## config.mk

```make
export PLATFORM = sky130hd
export DESIGN_NAME = swept_aabb_velocity_clamp_top
export DESIGN_NICKNAME = d
export VERILOG_FILES = /design/src/swac_pkg.sv /design/src/swept_aabb_velocity_clamp_top.sv /design/src/swac_cfg.sv /design/src/swac_mul.sv /design/src/swac_core.sv
export SDC_FILE = /design/constraint.sdc
export NUM_CORES = 2
export LEC_CHECK = 0
export BUFFER_PORTS_ARGS = -buffer_cell sky130_fd_sc_hd__buf_2
export CORE_UTILIZATION = 56
export CTS_CLUSTER_DIAMETER = 120
export DETAILED_ROUTE_END_ITERATION = 8
export GPL_TIMING_DRIVEN = 0
export PLACE_DENSITY = 0.8
export SLEW_MARGIN = 30
export SYNTH_ARGS = -nofsm -noshare
export SYNTH_HDL_FRONTEND = slang
export SYNTH_HIERARCHICAL = 1
export SYNTH_SLANG_ARGS = --single-unit
```

## constraint.sdc

```tcl
create_clock -name clk -period 24.4 [get_ports clk]
set_input_delay 3.66 -clock clk [delete_from_list [all_inputs] [get_ports clk]]
set_output_delay 3.66 -clock clk [all_outputs]
set_load 0.03 [all_outputs]
```

## src/swac_pkg.sv

```systemverilog
`timescale 1ns / 1ps
// ----------------------------------------------------------------------------
// swac_pkg
// shared types and constants of the swept box velocity clamp
// ----------------------------------------------------------------------------
package swac_pkg;

    localparam int SPEED_BITS     = 24;
    localparam int DT_BITS        = 16;
    localparam int DIM_BITS       = 15;
    localparam int PAR_BITS       = 16;
    localparam int CULL_BITS      = 35;
    localparam int FRAC_BITS      = 24;
    localparam int DISP_BITS      = SPEED_BITS + DT_BITS + 1;
    localparam int CFG_INDEX_BITS = 2;

    localparam logic [CFG_INDEX_BITS-1:0] CFG_CAMERA_X = 2'd0;
    localparam logic [CFG_INDEX_BITS-1:0] CFG_CAMERA_Y = 2'd1;
    localparam logic [CFG_INDEX_BITS-1:0] CFG_PARALLAX = 2'd2;
    localparam logic [CFG_INDEX_BITS-1:0] CFG_CULL     = 2'd3;

    localparam logic [PAR_BITS-1:0]  PARALLAX_RESET = 16'd256;
    localparam logic [CULL_BITS-1:0] CULL_RESET     = {CULL_BITS{1'b1}};

    localparam logic KIND_BEGIN    = 1'b0;
    localparam logic KIND_COLLIDER = 1'b1;

    typedef enum logic [3:0] {
        ST_IDLE,
        ST_AX,
        ST_AY,
        ST_SQX,
        ST_SQY,
        ST_CULL,
        ST_DX,
        ST_DY,
        ST_RESP,
        ST_FIN
    } state_t;

    typedef struct packed {
        logic                         grounded;
        logic signed [SPEED_BITS-1:0] new_speed_y;
        logic signed [SPEED_BITS-1:0] new_speed_x;
    } result_t;

endpackage

```

## src/swept_aabb_velocity_clamp_top.sv

```systemverilog
`timescale 1ns / 1ps
// ----------------------------------------------------------------------------
// swept_aabb_velocity_clamp_top
// swept box collision response with velocity clamping, stream interface
// ----------------------------------------------------------------------------
// A query is a begin request (tuser 0) followed by collider requests
// (tuser 1); the request with tlast set produces one result holding the
// clamped speed and the grounded flag. All multiplications run through a
// single shared multiplier under a small sequencer, and s_tready is low
// while an item is in work. A begin request skips the multiplier and goes
// straight to the final hand-off. A collider runs six multiplications
// (camera x and y times parallax, the two distance squares, the two
// displacements) issued one at a time on that multiplier, plus a step for
// the centre differences, one for the overlap decision and the final
// hand-off; when it is culled by the centre distance test, it skips the
// displacements and the overlap decision. A result sits in the output
// register until taken; a further tlast request waits in its final state
// only while that register is still full.
// ----------------------------------------------------------------------------
module swept_aabb_velocity_clamp_top
    import swac_pkg::*;
#(
    parameter int COORD_BITS = 16
)
(
    input  logic                      clk,
    input  logic                      rst_n,
    // input requests
    input  logic                      s_tvalid,
    output logic                      s_tready,
    // rect_x, rect_y, rect_w, rect_h, speed_x, speed_y, step_dt, zero fill
    input  logic [((2*COORD_BITS+94+7)/8)*8-1:0] s_tdata,
    // kind
    input  logic                      s_tuser,
    input  logic                      s_tlast,
    // results
    output logic                      m_tvalid,
    input  logic                      m_tready,
    // new_speed_x, new_speed_y, grounded, zero fill
    output logic [55:0]               m_tdata,
    // configuration writes
    input  logic                      cfg_valid,
    output logic                      cfg_ready,
    input  logic [CFG_INDEX_BITS-1:0] cfg_index,
    input  logic [CULL_BITS-1:0]      cfg_data
);

    // field offsets inside s_tdata
    localparam int RY_LSB = COORD_BITS;
    localparam int RW_LSB = 2 * COORD_BITS;
    localparam int RH_LSB = RW_LSB + DIM_BITS;
    localparam int SX_LSB = RH_LSB + DIM_BITS;
    localparam int SY_LSB = SX_LSB + SPEED_BITS;
    localparam int DT_LSB = SY_LSB + SPEED_BITS;
    localparam int RES_BITS = 2 * SPEED_BITS + 1;

    logic signed [COORD_BITS-1:0] camera_x;
    logic signed [COORD_BITS-1:0] camera_y;
    logic [PAR_BITS-1:0]          parallax;
    logic [CULL_BITS-1:0]         cull_threshold;

    logic                         res_valid;
    result_t                      res;
    logic                         out_free;

    logic                         m_valid_reg, m_valid_next;
    result_t                      m_data_reg, m_data_next;

    swac_cfg #(
        .COORD_BITS (COORD_BITS)
    ) u_cfg (
        .clk            (clk),
        .rst_n          (rst_n),
        .cfg_valid      (cfg_valid),
        .cfg_ready      (cfg_ready),
        .cfg_index      (cfg_index),
        .cfg_data       (cfg_data),
        .camera_x       (camera_x),
        .camera_y       (camera_y),
        .parallax       (parallax),
        .cull_threshold (cull_threshold)
    );

    swac_core #(
        .COORD_BITS (COORD_BITS)
    ) u_core (
        .clk            (clk),
        .rst_n          (rst_n),
        .item_valid     (s_tvalid),
        .item_ready     (s_tready),
        .kind           (s_tuser),
        .rect_x         (s_tdata[COORD_BITS-1:0]),
        .rect_y         (s_tdata[RY_LSB +: COORD_BITS]),
        .rect_w         (s_tdata[RW_LSB +: DIM_BITS]),
        .rect_h         (s_tdata[RH_LSB +: DIM_BITS]),
        .speed_x        (s_tdata[SX_LSB +: SPEED_BITS]),
        .speed_y        (s_tdata[SY_LSB +: SPEED_BITS]),
        .step_dt        (s_tdata[DT_LSB +: DT_BITS]),
        .last           (s_tlast),
        .camera_x       (camera_x),
        .camera_y       (camera_y),
        .parallax       (parallax),
        .cull_threshold (cull_threshold),
        .out_free       (out_free),
        .res_valid      (res_valid),
        .res            (res)
    );

    // output register: free when empty or being taken this cycle
    assign out_free = !m_valid_reg || m_tready;

    always_comb
    begin
        m_valid_next = m_valid_reg;
        m_data_next  = m_data_reg;
        if (res_valid)
        begin
            m_valid_next = 1'b1;
            m_data_next  = res;
        end
        else if (m_tready)
        begin
            m_valid_next = 1'b0;
        end
    end

    always_ff @(posedge clk or negedge rst_n)
    begin
        if (!rst_n)
        begin
            m_valid_reg <= 1'b0;
        end
        else
        begin
            m_valid_reg <= m_valid_next;
        end
    end

    always_ff @(posedge clk)
    begin
        m_data_reg <= m_data_next;
    end

    assign m_tvalid = m_valid_reg;
    assign m_tdata  = {{(56-RES_BITS){1'b0}}, m_data_reg};

endmodule

```

## src/swac_cfg.sv

```systemverilog
`timescale 1ns / 1ps
// ----------------------------------------------------------------------------
// swac_cfg
// configuration register file: camera offset, parallax and cull threshold
// ----------------------------------------------------------------------------
module swac_cfg
    import swac_pkg::*;
#(
    parameter int COORD_BITS = 16
)
(
    input  logic                        clk,
    input  logic                        rst_n,
    input  logic                        cfg_valid,
    output logic                        cfg_ready,
    input  logic [CFG_INDEX_BITS-1:0]   cfg_index,
    input  logic [CULL_BITS-1:0]        cfg_data,
    output logic signed [COORD_BITS-1:0] camera_x,
    output logic signed [COORD_BITS-1:0] camera_y,
    output logic [PAR_BITS-1:0]         parallax,
    output logic [CULL_BITS-1:0]        cull_threshold
);

    logic signed [COORD_BITS-1:0] camera_x_reg;
    logic signed [COORD_BITS-1:0] camera_y_reg;
    logic [PAR_BITS-1:0]          parallax_reg;
    logic [CULL_BITS-1:0]         cull_reg;

    assign cfg_ready = 1'b1;

    always_ff @(posedge clk or negedge rst_n)
    begin
        if (!rst_n)
        begin
            camera_x_reg <= '0;
            camera_y_reg <= '0;
            parallax_reg <= PARALLAX_RESET;
            cull_reg     <= CULL_RESET;
        end
        else if (cfg_valid)
        begin
            case (cfg_index)
                CFG_CAMERA_X: camera_x_reg <= cfg_data[COORD_BITS-1:0];
                CFG_CAMERA_Y: camera_y_reg <= cfg_data[COORD_BITS-1:0];
                CFG_PARALLAX: parallax_reg <= cfg_data[PAR_BITS-1:0];
                CFG_CULL:     cull_reg     <= cfg_data;
                default:      cull_reg     <= cull_reg;
            endcase
        end
    end

    assign camera_x       = camera_x_reg;
    assign camera_y       = camera_y_reg;
    assign parallax       = parallax_reg;
    assign cull_threshold = cull_reg;

endmodule

```

## src/swac_mul.sv

```systemverilog
`timescale 1ns / 1ps
// ----------------------------------------------------------------------------
// swac_mul
// shared signed multiplier with registered product
// ----------------------------------------------------------------------------
module swac_mul
    import swac_pkg::*;
#(
    parameter int W = 26
)
(
    input  logic                  clk,
    input  logic                  en,
    input  logic signed [W-1:0]   a,
    input  logic signed [W-1:0]   b,
    output logic signed [2*W-1:0] p
);

    logic signed [2*W-1:0] p_reg;

    always_ff @(posedge clk)
    begin
        if (en)
        begin
            p_reg <= a * b;
        end
    end

    assign p = p_reg;

endmodule

```

## src/swac_core.sv

```systemverilog
`timescale 1ns / 1ps
// ----------------------------------------------------------------------------
// swac_core
// sequencer and datapath: cull test and swept overlap on one shared multiplier
// ----------------------------------------------------------------------------
module swac_core
    import swac_pkg::*;
#(
    parameter int COORD_BITS = 16
)
(
    input  logic                         clk,
    input  logic                         rst_n,
    input  logic                         item_valid,
    output logic                         item_ready,
    input  logic                         kind,
    input  logic signed [COORD_BITS-1:0] rect_x,
    input  logic signed [COORD_BITS-1:0] rect_y,
    input  logic [DIM_BITS-1:0]          rect_w,
    input  logic [DIM_BITS-1:0]          rect_h,
    input  logic signed [SPEED_BITS-1:0] speed_x,
    input  logic signed [SPEED_BITS-1:0] speed_y,
    input  logic [DT_BITS-1:0]           step_dt,
    input  logic                         last,
    input  logic signed [COORD_BITS-1:0] camera_x,
    input  logic signed [COORD_BITS-1:0] camera_y,
    input  logic [PAR_BITS-1:0]          parallax,
    input  logic [CULL_BITS-1:0]         cull_threshold,
    input  logic                         out_free,
    output logic                         res_valid,
    output result_t                      res
);

    // coordinate width covers collider shifted by camera times parallax
    localparam int KW = COORD_BITS + 10;
    localparam int MW = (KW > SPEED_BITS + 1) ? KW : SPEED_BITS + 1;
    localparam int PW = 2 * MW;
    localparam int DW = 2 * KW;
    localparam int CW = KW + FRAC_BITS;

    state_t state_reg, state_next;

    // query state
    logic signed [KW-1:0]         box_x_reg, box_x_next;
    logic signed [KW-1:0]         box_y_reg, box_y_next;
    logic signed [KW-1:0]         box_xe_reg, box_xe_next;
    logic signed [KW-1:0]         box_ye_reg, box_ye_next;
    logic signed [KW-1:0]         cbx_reg, cbx_next;
    logic signed [KW-1:0]         cby_reg, cby_next;
    logic signed [SPEED_BITS-1:0] spd_x_reg, spd_x_next;
    logic signed [SPEED_BITS-1:0] spd_y_reg, spd_y_next;
    logic [DT_BITS-1:0]           dt_reg, dt_next;
    logic                         ground_reg, ground_next;

    // per item work registers
    logic signed [COORD_BITS-1:0] rx_reg, rx_next;
    logic signed [COORD_BITS-1:0] ry_reg, ry_next;
    logic [DIM_BITS-1:0]          rw_reg, rw_next;
    logic [DIM_BITS-1:0]          rh_reg, rh_next;
    logic                         last_reg, last_next;
    logic signed [KW-1:0]         ax_reg, ax_next;
    logic signed [KW-1:0]         ay_reg, ay_next;
    logic signed [KW-1:0]         axe_reg, axe_next;
    logic signed [KW-1:0]         aye_reg, aye_next;
    logic signed [KW-1:0]         ddx_reg, ddx_next;
    logic signed [KW-1:0]         ddy_reg, ddy_next;
    logic [DW-1:0]                dist_reg, dist_next;
    logic signed [DISP_BITS-1:0]  dx_reg, dx_next;
    logic signed [DISP_BITS-1:0]  dy_reg, dy_next;
    logic                         hx1_reg, hx1_next;
    logic                         hx2_reg, hx2_next;
    logic                         hx6_reg, hx6_next;
    logic                         xov_reg, xov_next;
    logic                         yov_reg, yov_next;

    logic                         mul_en;
    logic signed [MW-1:0]         mul_a;
    logic signed [MW-1:0]         mul_b;
    logic signed [PW-1:0]         prod;

    logic signed [PW-1:0]         prod_adj;
    logic signed [KW-1:0]         cam_shift;
    logic [DW-1:0]                dist_sum;
    logic signed [CW-1:0]         dxe;
    logic signed [CW-1:0]         dye;
    logic signed [KW-1:0]         d1, d2, d6, d3, d4, d5;
    logic signed [CW-1:0]         lim1, lim2, lim6, lim3, lim4, lim5;
    logic                         hy3, hy4, hy5;
    logic                         accept;

    swac_mul #(
        .W (MW)
    ) u_mul (
        .clk (clk),
        .en  (mul_en),
        .a   (mul_a),
        .b   (mul_b),
        .p   (prod)
    );

    assign item_ready = (state_reg == ST_IDLE);
    assign accept     = item_valid && item_ready;

    // camera times parallax over 256, truncated toward zero
    assign prod_adj  = prod[PW-1] ? prod + PW'(255) : prod;
    assign cam_shift = KW'(prod_adj >>> 8);
    assign dist_sum  = dist_reg + DW'(prod);

    assign dxe = CW'(dx_reg);
    assign dye = CW'(dy_reg);

    // sweep bounds relative to the moving box, scaled to the displacement grid
    assign d1   = ax_reg - box_xe_reg;
    assign d2   = axe_reg - box_x_reg;
    assign d6   = ax_reg - box_x_reg;
    assign d3   = ay_reg - box_ye_reg;
    assign d4   = aye_reg - box_y_reg;
    assign d5   = ay_reg - box_y_reg;
    assign lim1 = {d1, {FRAC_BITS{1'b0}}};
    assign lim2 = {d2, {FRAC_BITS{1'b0}}};
    assign lim6 = {d6, {FRAC_BITS{1'b0}}};
    assign lim3 = {d3, {FRAC_BITS{1'b0}}};
    assign lim4 = {d4, {FRAC_BITS{1'b0}}};
    assign lim5 = {d5, {FRAC_BITS{1'b0}}};
    assign hy3  = dye > lim3;
    assign hy4  = dye < lim4;
    assign hy5  = dye > lim5;

    always_comb
    begin
        state_next  = state_reg;
        box_x_next  = box_x_reg;
        box_y_next  = box_y_reg;
        box_xe_next = box_xe_reg;
        box_ye_next = box_ye_reg;
        cbx_next    = cbx_reg;
        cby_next    = cby_reg;
        spd_x_next  = spd_x_reg;
        spd_y_next  = spd_y_reg;
        dt_next     = dt_reg;
        ground_next = ground_reg;
        rx_next     = rx_reg;
        ry_next     = ry_reg;
        rw_next     = rw_reg;
        rh_next     = rh_reg;
        last_next   = last_reg;
        ax_next     = ax_reg;
        ay_next     = ay_reg;
        axe_next    = axe_reg;
        aye_next    = aye_reg;
        ddx_next    = ddx_reg;
        ddy_next    = ddy_reg;
        dist_next   = dist_reg;
        dx_next     = dx_reg;
        dy_next     = dy_reg;
        hx1_next    = hx1_reg;
        hx2_next    = hx2_reg;
        hx6_next    = hx6_reg;
        xov_next    = xov_reg;
        yov_next    = yov_reg;
        mul_en      = 1'b0;
        mul_a       = '0;
        mul_b       = '0;
        res_valid   = 1'b0;

        case (state_reg)
            ST_IDLE:
            begin
                if (accept)
                begin
                    rx_next   = rect_x;
                    ry_next   = rect_y;
                    rw_next   = rect_w;
                    rh_next   = rect_h;
                    last_next = last;
                    if (kind == KIND_BEGIN)
                    begin
                        box_x_next  = KW'(rect_x) - KW'(camera_x);
                        box_y_next  = KW'(rect_y) - KW'(camera_y);
                        box_xe_next = KW'(rect_x) - KW'(camera_x) + KW'(rect_w);
                        box_ye_next = KW'(rect_y) - KW'(camera_y) + KW'(rect_h);
                        cbx_next    = KW'(rect_x) - KW'(camera_x) + KW'(rect_w >> 1);
                        cby_next    = KW'(rect_y) - KW'(camera_y) + KW'(rect_h >> 1);
                        spd_x_next  = speed_x;
                        spd_y_next  = speed_y;
                        dt_next     = step_dt;
                        ground_next = 1'b0;
                        state_next  = ST_FIN;
                    end
                    else
                    begin
                        mul_en     = 1'b1;
                        mul_a      = MW'(camera_x);
                        mul_b      = MW'(parallax);
                        state_next = ST_AX;
                    end
                end
            end
            ST_AX:
            begin
                ax_next    = KW'(rx_reg) - cam_shift;
                mul_en     = 1'b1;
                mul_a      = MW'(camera_y);
                mul_b      = MW'(parallax);
                state_next = ST_AY;
            end
            ST_AY:
            begin
                ay_next    = KW'(ry_reg) - cam_shift;
                axe_next   = ax_reg + KW'(rw_reg);
                ddx_next   = ax_reg + KW'(rw_reg >> 1) - cbx_reg;
                state_next = ST_SQX;
            end
            ST_SQX:
            begin
                mul_en     = 1'b1;
                mul_a      = MW'(ddx_reg);
                mul_b      = MW'(ddx_reg);
                aye_next   = ay_reg + KW'(rh_reg);
                ddy_next   = ay_reg + KW'(rh_reg >> 1) - cby_reg;
                state_next = ST_SQY;
            end
            ST_SQY:
            begin
                dist_next  = DW'(prod);
                mul_en     = 1'b1;
                mul_a      = MW'(ddy_reg);
                mul_b      = MW'(ddy_reg);
                state_next = ST_CULL;
            end
            ST_CULL:
            begin
                // far colliders are skipped
                if (dist_sum > DW'(cull_threshold))
                begin
                    state_next = ST_FIN;
                end
                else
                begin
                    mul_en     = 1'b1;
                    mul_a      = MW'(spd_x_reg);
                    mul_b      = MW'(dt_reg);
                    state_next = ST_DX;
                end
            end
            ST_DX:
            begin
                dx_next    = DISP_BITS'(prod);
                mul_en     = 1'b1;
                mul_a      = MW'(spd_y_reg);
                mul_b      = MW'(dt_reg);
                state_next = ST_DY;
            end
            ST_DY:
            begin
                dy_next    = DISP_BITS'(prod);
                hx1_next   = dxe > lim1;
                hx2_next   = dxe < lim2;
                hx6_next   = dxe > lim6;
                xov_next   = (box_x_reg < axe_reg) && (box_xe_reg > ax_reg);
                yov_next   = (box_y_reg < aye_reg) && (box_ye_reg > ay_reg);
                state_next = ST_RESP;
            end
            ST_RESP:
            begin
                if (hx1_reg && hx2_reg && hy3 && hy4)
                begin
                    // both axis decisions use the speed from before this collider
                    if (xov_reg)
                    begin
                        if (hy4 && hy5 && dy_reg[DISP_BITS-1])
                        begin
                            spd_y_next = '0;
                        end
                        else if (hy3 && !dy_reg[DISP_BITS-1])
                        begin
                            spd_y_next  = '0;
                            ground_next = 1'b1;
                        end
                    end
                    if (yov_reg)
                    begin
                        if (hx2_reg && hx6_reg && dx_reg[DISP_BITS-1])
                        begin
                            spd_x_next = '0;
                        end
                        else if (hx1_reg && !dx_reg[DISP_BITS-1])
                        begin
                            spd_x_next = '0;
                        end
                    end
                end
                state_next = ST_FIN;
            end
            ST_FIN:
            begin
                if (!last_reg)
                begin
                    state_next = ST_IDLE;
                end
                else if (out_free)
                begin
                    res_valid  = 1'b1;
                    state_next = ST_IDLE;
                end
            end
            default:
            begin
                state_next = ST_IDLE;
            end
        endcase
    end

    assign res.new_speed_x = spd_x_reg;
    assign res.new_speed_y = spd_y_reg;
    assign res.grounded    = ground_reg;

    always_ff @(posedge clk or negedge rst_n)
    begin
        if (!rst_n)
        begin
            state_reg  <= ST_IDLE;
            box_x_reg  <= '0;
            box_y_reg  <= '0;
            box_xe_reg <= '0;
            box_ye_reg <= '0;
            cbx_reg    <= '0;
            cby_reg    <= '0;
            spd_x_reg  <= '0;
            spd_y_reg  <= '0;
            dt_reg     <= '0;
            ground_reg <= 1'b0;
            last_reg   <= 1'b0;
        end
        else
        begin
            state_reg  <= state_next;
            box_x_reg  <= box_x_next;
            box_y_reg  <= box_y_next;
            box_xe_reg <= box_xe_next;
            box_ye_reg <= box_ye_next;
            cbx_reg    <= cbx_next;
            cby_reg    <= cby_next;
            spd_x_reg  <= spd_x_next;
            spd_y_reg  <= spd_y_next;
            dt_reg     <= dt_next;
            ground_reg <= ground_next;
            last_reg   <= last_next;
        end
    end

    always_ff @(posedge clk)
    begin
        rx_reg   <= rx_next;
        ry_reg   <= ry_next;
        rw_reg   <= rw_next;
        rh_reg   <= rh_next;
        ax_reg   <= ax_next;
        ay_reg   <= ay_next;
        axe_reg  <= axe_next;
        aye_reg  <= aye_next;
        ddx_reg  <= ddx_next;
        ddy_reg  <= ddy_next;
        dist_reg <= dist_next;
        dx_reg   <= dx_next;
        dy_reg   <= dy_next;
        hx1_reg  <= hx1_next;
        hx2_reg  <= hx2_next;
        hx6_reg  <= hx6_next;
        xov_reg  <= xov_next;
        yov_reg  <= yov_next;
    end

endmodule

```

# Yosys cells after proc, flatten, opt, wreduce, memory -nomap -nowiden

Index checks and enable logic that the tools add are counted.
W data, S select, Z words.

Output and inout bits: 59
Input bits: 172
Bits in registers: 768
Word-level logic and storage cells: 174

Eq/ne operators: 22
Multiplexer cells: 45
Magnitude comparators: 11
Multipliers: 1
Reduce and logical (&&, ||, !) cells: 31
Bitwise operators: 1
Add/subtract/negate cells: 24

Operator list:

| cell                    | number |
|---|---|
| $pmux W26 S6            | 2 |
| $mux W24                | 12 |
| $sub A26 B26 Y26        | 8 |
| $gt A41 B50 Y1          | 4 |
| $add A26 B14 Y26        | 4 |
| $add A26 B15 Y26        | 4 |
| $mux W26                | 4 |
| $lt A41 B50 Y1          | 2 |
| $pmux W24 S2            | 2 |
| $sub A16 B16 Y17        | 4 |
| $add A52 B52 Y52        | 1 |
| $gt A26 B26 Y1          | 2 |
| $gt A52 B35 Y1          | 1 |
| $lt A26 B26 Y1          | 2 |
| $mul A26 B26 Y52        | 1 |
| $sub A16 B26 Y26        | 2 |
| $pmux W4 S10            | 1 |
| $add A34 B9 Y34 const B | 1 |
| $mux W34                | 1 |
| $mux W16                | 2 |
| $mux W4                 | 5 |
| $eq A4 B3 Y1 const B    | 4 |
| $mux W1                 | 14 |
| $logic_and A1 B1 Y1     | 12 |
| other kinds (22)        | 40 |

# Longest topological paths before layout

Depth in word-level cells: 8
Gate-level depth with buffers: 51
Gate-level depth less buffers: 48

# By module

The synthesis kept the hierarchy.

Modules (own cells, without submodules):

| module                        | times used | cells each | area each (sq um) | seq. area each (sq um) |
|---|---|---|---|---|
| swac_core                     | 1          | 4777       | 45697.6           | 15524.9 |
| swac_mul                      | 1          | 2749       | 26171.4           | 1561.5 |
| swac_cfg                      | 1          | 178        | 3178.0            | 2122.0 |
| swept_aabb_velocity_clamp_top | 1          | 60         | 1575.3            | 1496.4 |

# Least setup slack after synthesis

Ideal clock, no wire load.

Kind: input to register
Start: in s_tvalid
End: reg u_core.u_mul.p_reg[33], in the netlist u_core/u_mul/p[33], data pin
Data required time: 24.139 ns
Buffers on the path: 5
Stages: 33
Data arrival time: 11.332 ns
Slack: 12.807 ns
Library setup time: 0.261 ns
Path through: and3_1 > clkbuf_1 > or2_2 > buf_1 > clkbuf_1 > a221o_1 > clkbuf_1 > clkbuf_1 > nand2_1 > fa_1 > inv_1 > fa_1 > inv_1 > fa_1 > inv_1 > fa_1 > inv_1 > fa_1 > inv_1 > fa_1 > inv_1 > fa_1 > inv_1 > ha_1 > a211o_1 > a21oi_1 > a21oi_1 > a41o_2 > a31oi_4 > o21bai_2 > a2111oi_0 > nor2_1 > xor2_1

Cells in the longest elaborated chain, start to end: 4
Elaborated cells on any way between the ends: 6
Those cells by class: 1 x mul; 4 x mux; 1 x reduce/logical

Ends and longest elaborated chain:

| what                   | line                                | source |
|---|---|---|
| start: declaration     | swept_aabb_velocity_clamp_top.sv:29 | `input logic s_tvalid,` |
| $logic_and A1 B1 Y1    | swac_core.sv:102                    | `assign accept = item_valid && item_ready;` |
| $mux W26               | swac_core.sv:169                    | `if (accept)` |
| $pmux W26 S6           | swac_core.sv:166                    | `case (state_reg)` |
| via u_core.mul_b[2]    | swac_core.sv:78                     | `logic signed [MW-1:0] mul_b;` |
| $mul A26 B26 Y52       | swac_mul.sv:25                      | `p_reg <= a * b;` |
| end signal: assignment | swac_mul.sv:25                      |  |
| end: declaration       | swac_mul.sv:19                      | `logic signed [2*W-1:0] p_reg;` |

The timed path passes the listed nets, and every way through them passes these cells.
A chain may end at the register's enable or synchronous reset.

# Worst setup path after layout

Start: reg u_core.u_mul.p_reg[3], in the netlist u_core/u_mul/p[3]
End: reg u_core.u_mul.p_reg[51], in the netlist u_core/u_mul/p[51], data pin

Cells in the longest elaborated chain, start to end: 5
Elaborated cells on any way between the ends: 7
Those cells by class: 1 x add/sub; 1 x mul; 1 x order compare; 4 x mux

Ends and longest elaborated chain:

| what                 | line             | source |
|---|---|---|
| $add A52 B52 Y52     | swac_core.sv:107 | `assign dist_sum = dist_reg + DW'(prod);` |
| $gt A52 B35 Y1       | swac_core.sv:234 | `if (dist_sum > DW'(cull_threshold))` |
| $mux W26             | swac_core.sv:234 |  |
| $pmux W26 S6         | swac_core.sv:166 |  |
| via u_core.mul_a[25] | swac_core.sv:77  | `logic signed [MW-1:0] mul_a;` |
| $mul A26 B26 Y52     | swac_mul.sv:25   |  |

The timed path passes the listed nets, and every way through them passes these cells.

==> impl_metrics.yaml <==
synth:
  yosys.cell_count.top_type: "inv_1"
  synth_warnings: 6
  synth_ff_type: "edfxtp_1"
  avgSynthCellArea_um2: 9.87
  yosysSeqAreaShare_pct: 27.0
  syn_inst: 7764
  ys_ff_latch: 734
  netlist_top_cells_count: "inv_1 (1195), ha_1 (784), fa_1 (755), nand2_1 (729), edfxtp_1 (458)"
  synthTopCellsByArea: "fa_1 (20%), edfxtp_1 (18%), ha_1 (13%)"
  synthArstFlopShare_pct: 37.6
  synth-edff-count: 458
  ys_types: 113
  synth.top_cell.area_share_pct: 19.7
  yosysTopAreaCell: "fa_1"
  synth_area_um2: 76600
drt:
  routed_wl_mm: 256
  drtIter0Drc: 6059
  ant_nets: 0
  via_count: 61500
  viasPerCell: 6.17
  first_pass_iters: 8
  drc: 0
  wl_per_cell_um: 25.6
placement:
  gp_congestion: 1.03
  port_buffers: 220
  dpl.hpwl_mm: 207
cells_and_area:
  drive_above_1_share_pct: 8.63
  nets: 9812
  area_growth_pct: 8.92
  nFillCells: 11000
critical_path:
  crit_start: "u_core/u_mul/p[3]"
  cp_slowest_cell: "fa_1"
  critical_path.top_delay_family: "adder cells"
  cpPeakStageDelay_ns: 0.74
  setup.reg_to_reg.worst_slack_ns: 9.58
  end_kind: "flop"
  crit_path_start_kind: "flop"
  regToRegStartpoint: "u_core/u_mul/p[3]"
  path_class: "flop to flop"
  path_buf_inv: 8
  worstPathArrival_ns: 15.23
  cpMostUsedCell: "fa_1"
  cp.required_ns: 24.82
  crit_fanout: 10
floorplanning:
  die_h_um: 372
  ios: 231
  core-area_um2: 136000
  row_count: 135
  dieArea_um2: 138000
  die_x_um: 372
  start_util_pct: 56.5
global_routing:
  antenna_found_initial: 38
  grt_usage_pct: 37.3
  overflow: 0
  grt_pass1_wl_mm: 380
  grt_pass1_vias: 63000
  grt_max_degree: 82
run:
  drv_cap: 0
sta:
  finalClockSkew_ns: 0.0392
  slew_violations: 0
  fmax_mhz: 67.5
  rsz0062_at_grt: "no"
  period_share_pct: 60.7
  worst_slew_pin_slew_ns: 1.14
  hold_slack_ns: 0.466
  relSlewSlack_pct: 23.6
  setup_viol: 0
  finalHoldViolations: 0
  final.setup.tns_ns: 0
  finalCriticalPeriod_ns: 14.82
clock_network:
  cts_buffer_depth: 3
  cts_tree: "yes"
  cts_buffers: 82
  post_cts_buffers: 0
  path_clk_slew_ns: 0.06
  clock_latency_ns: 0.71
  clock-sinks: 734
  cts.hold.buffers_added: 0
  clockRootBuffer: "clkbuf_16"
  cts.repair.resized: 0
  cts-htree-levels: 3
min_path:
  holdCritPathClass: "flop to flop"
  min_from: "u_core/u_mul/p[41]"
status:
  status: "finished, final reports clean"
## through the flow
| step | area [µm²] | util [%] | setup slack [ns] | cells |
|---|---|---|---|---|
| floorplan | 76600 | - | 12.81 | 7770 |
| detailed placement | 80500 | 59.4 | 9.92 | 9798 |
| global route | 83400 | 61.5 | 8.85 | 9961 |
| CTS | 83300 | 61.5 | 9.87 | 9950 |
| global placement | 80000 | 59.0 | 9.93 | 9771 |
| finish | 83500 | 61.5 | 9.58 | 9980 |
## cells in the final DEF (no fill, tap or decap), types with 24 or more instances in the layout
cell,synthesis,layout
and3_1,37,37
mux2_2,134,134
fa_1,755,754
nor3_1,105,101
and2_1,302,302
ha_1,784,784
nor4_1,29,29
xnor2_1,303,299
o21a_1,80,80
o21ai_0,310,309
dfrtp_1,240,240
clkbuf_1,185,196
a31oi_1,33,33
or2_2,34,34
nor2_1,272,270
inv_1,1195,1195
o21bai_1,56,56
nand2b_1,76,76
buf_4,14,24
edfxtp_1,458,458
nand3_1,123,123
or3_1,43,42
a211oi_1,51,51
nand4_1,80,80
nor2b_1,67,67
dfstp_2,36,36
nand2_1,729,729
mux2i_1,30,30
xor2_1,183,183
o211ai_1,26,26
a221o_1,49,48
a21oi_1,395,394
buf_2,10,230
clkbuf_16,0,85
a21o_1,194,194
diode_2,0,30
## cells by family after synthesis
group	synth area share (%)
AOI/OAI and AO/OA	12.9
xor gates and xnor gates	5.56
adders and majority gates	32.5
buffers and inverters	7.09
DFF	27.0
muxes	2.36
other	0.00980
and+or+nand+nor	12.6
## cell type report
type	count	area, µm²	share of cell area [%]
multi-input cells	5621	50600	60.6
flip-flops and latches	734	20700	24.8
inverters	1195	4490	5.37
clock buffers	110	2300	2.76
well taps	1781	2230	2.67
repair buffers	247	1560	1.87
plain buffers	220	963	1.15
clock inverters	42	537	0.643
diodes	30	75.1	0.0900
## worst paths after layout
| kind | endpoint | depth (start not counted) |
|---|---|---|
| worst max-delay path | u_core/u_mul/p[51] | 49 |
| min in group asynchronous | u_core/spd_y_reg[19] | 1 |
| worst min-delay path | u_core/dist_reg[41] | 0 |
| max in group asynchronous | u_cfg/cull_threshold[22] | 3 |
| worst max register to register | u_core/u_mul/p[51] | 49 |
| worst min register to register | u_core/dist_reg[41] | 0 |
## routing by layer
| layer | GRT usage, % | wire [µm] | vias to the layer above |
|---|---|---|---|
| li1 | - | - | 27000 |
| met1 | 42.5 | 89900 | 30200 |
| met2 | 59.0 | 116000 | 3276 |
| met3 | 9.20 | 24600 | 1033 |
| met4 | 31.9 | 25500 | 18 |
| met5 | 0 | 115 | - |
Power is left out: the tool's default activity adds up to more than one toggle a clock period on the data nets, which glitch-free logic cannot reach.
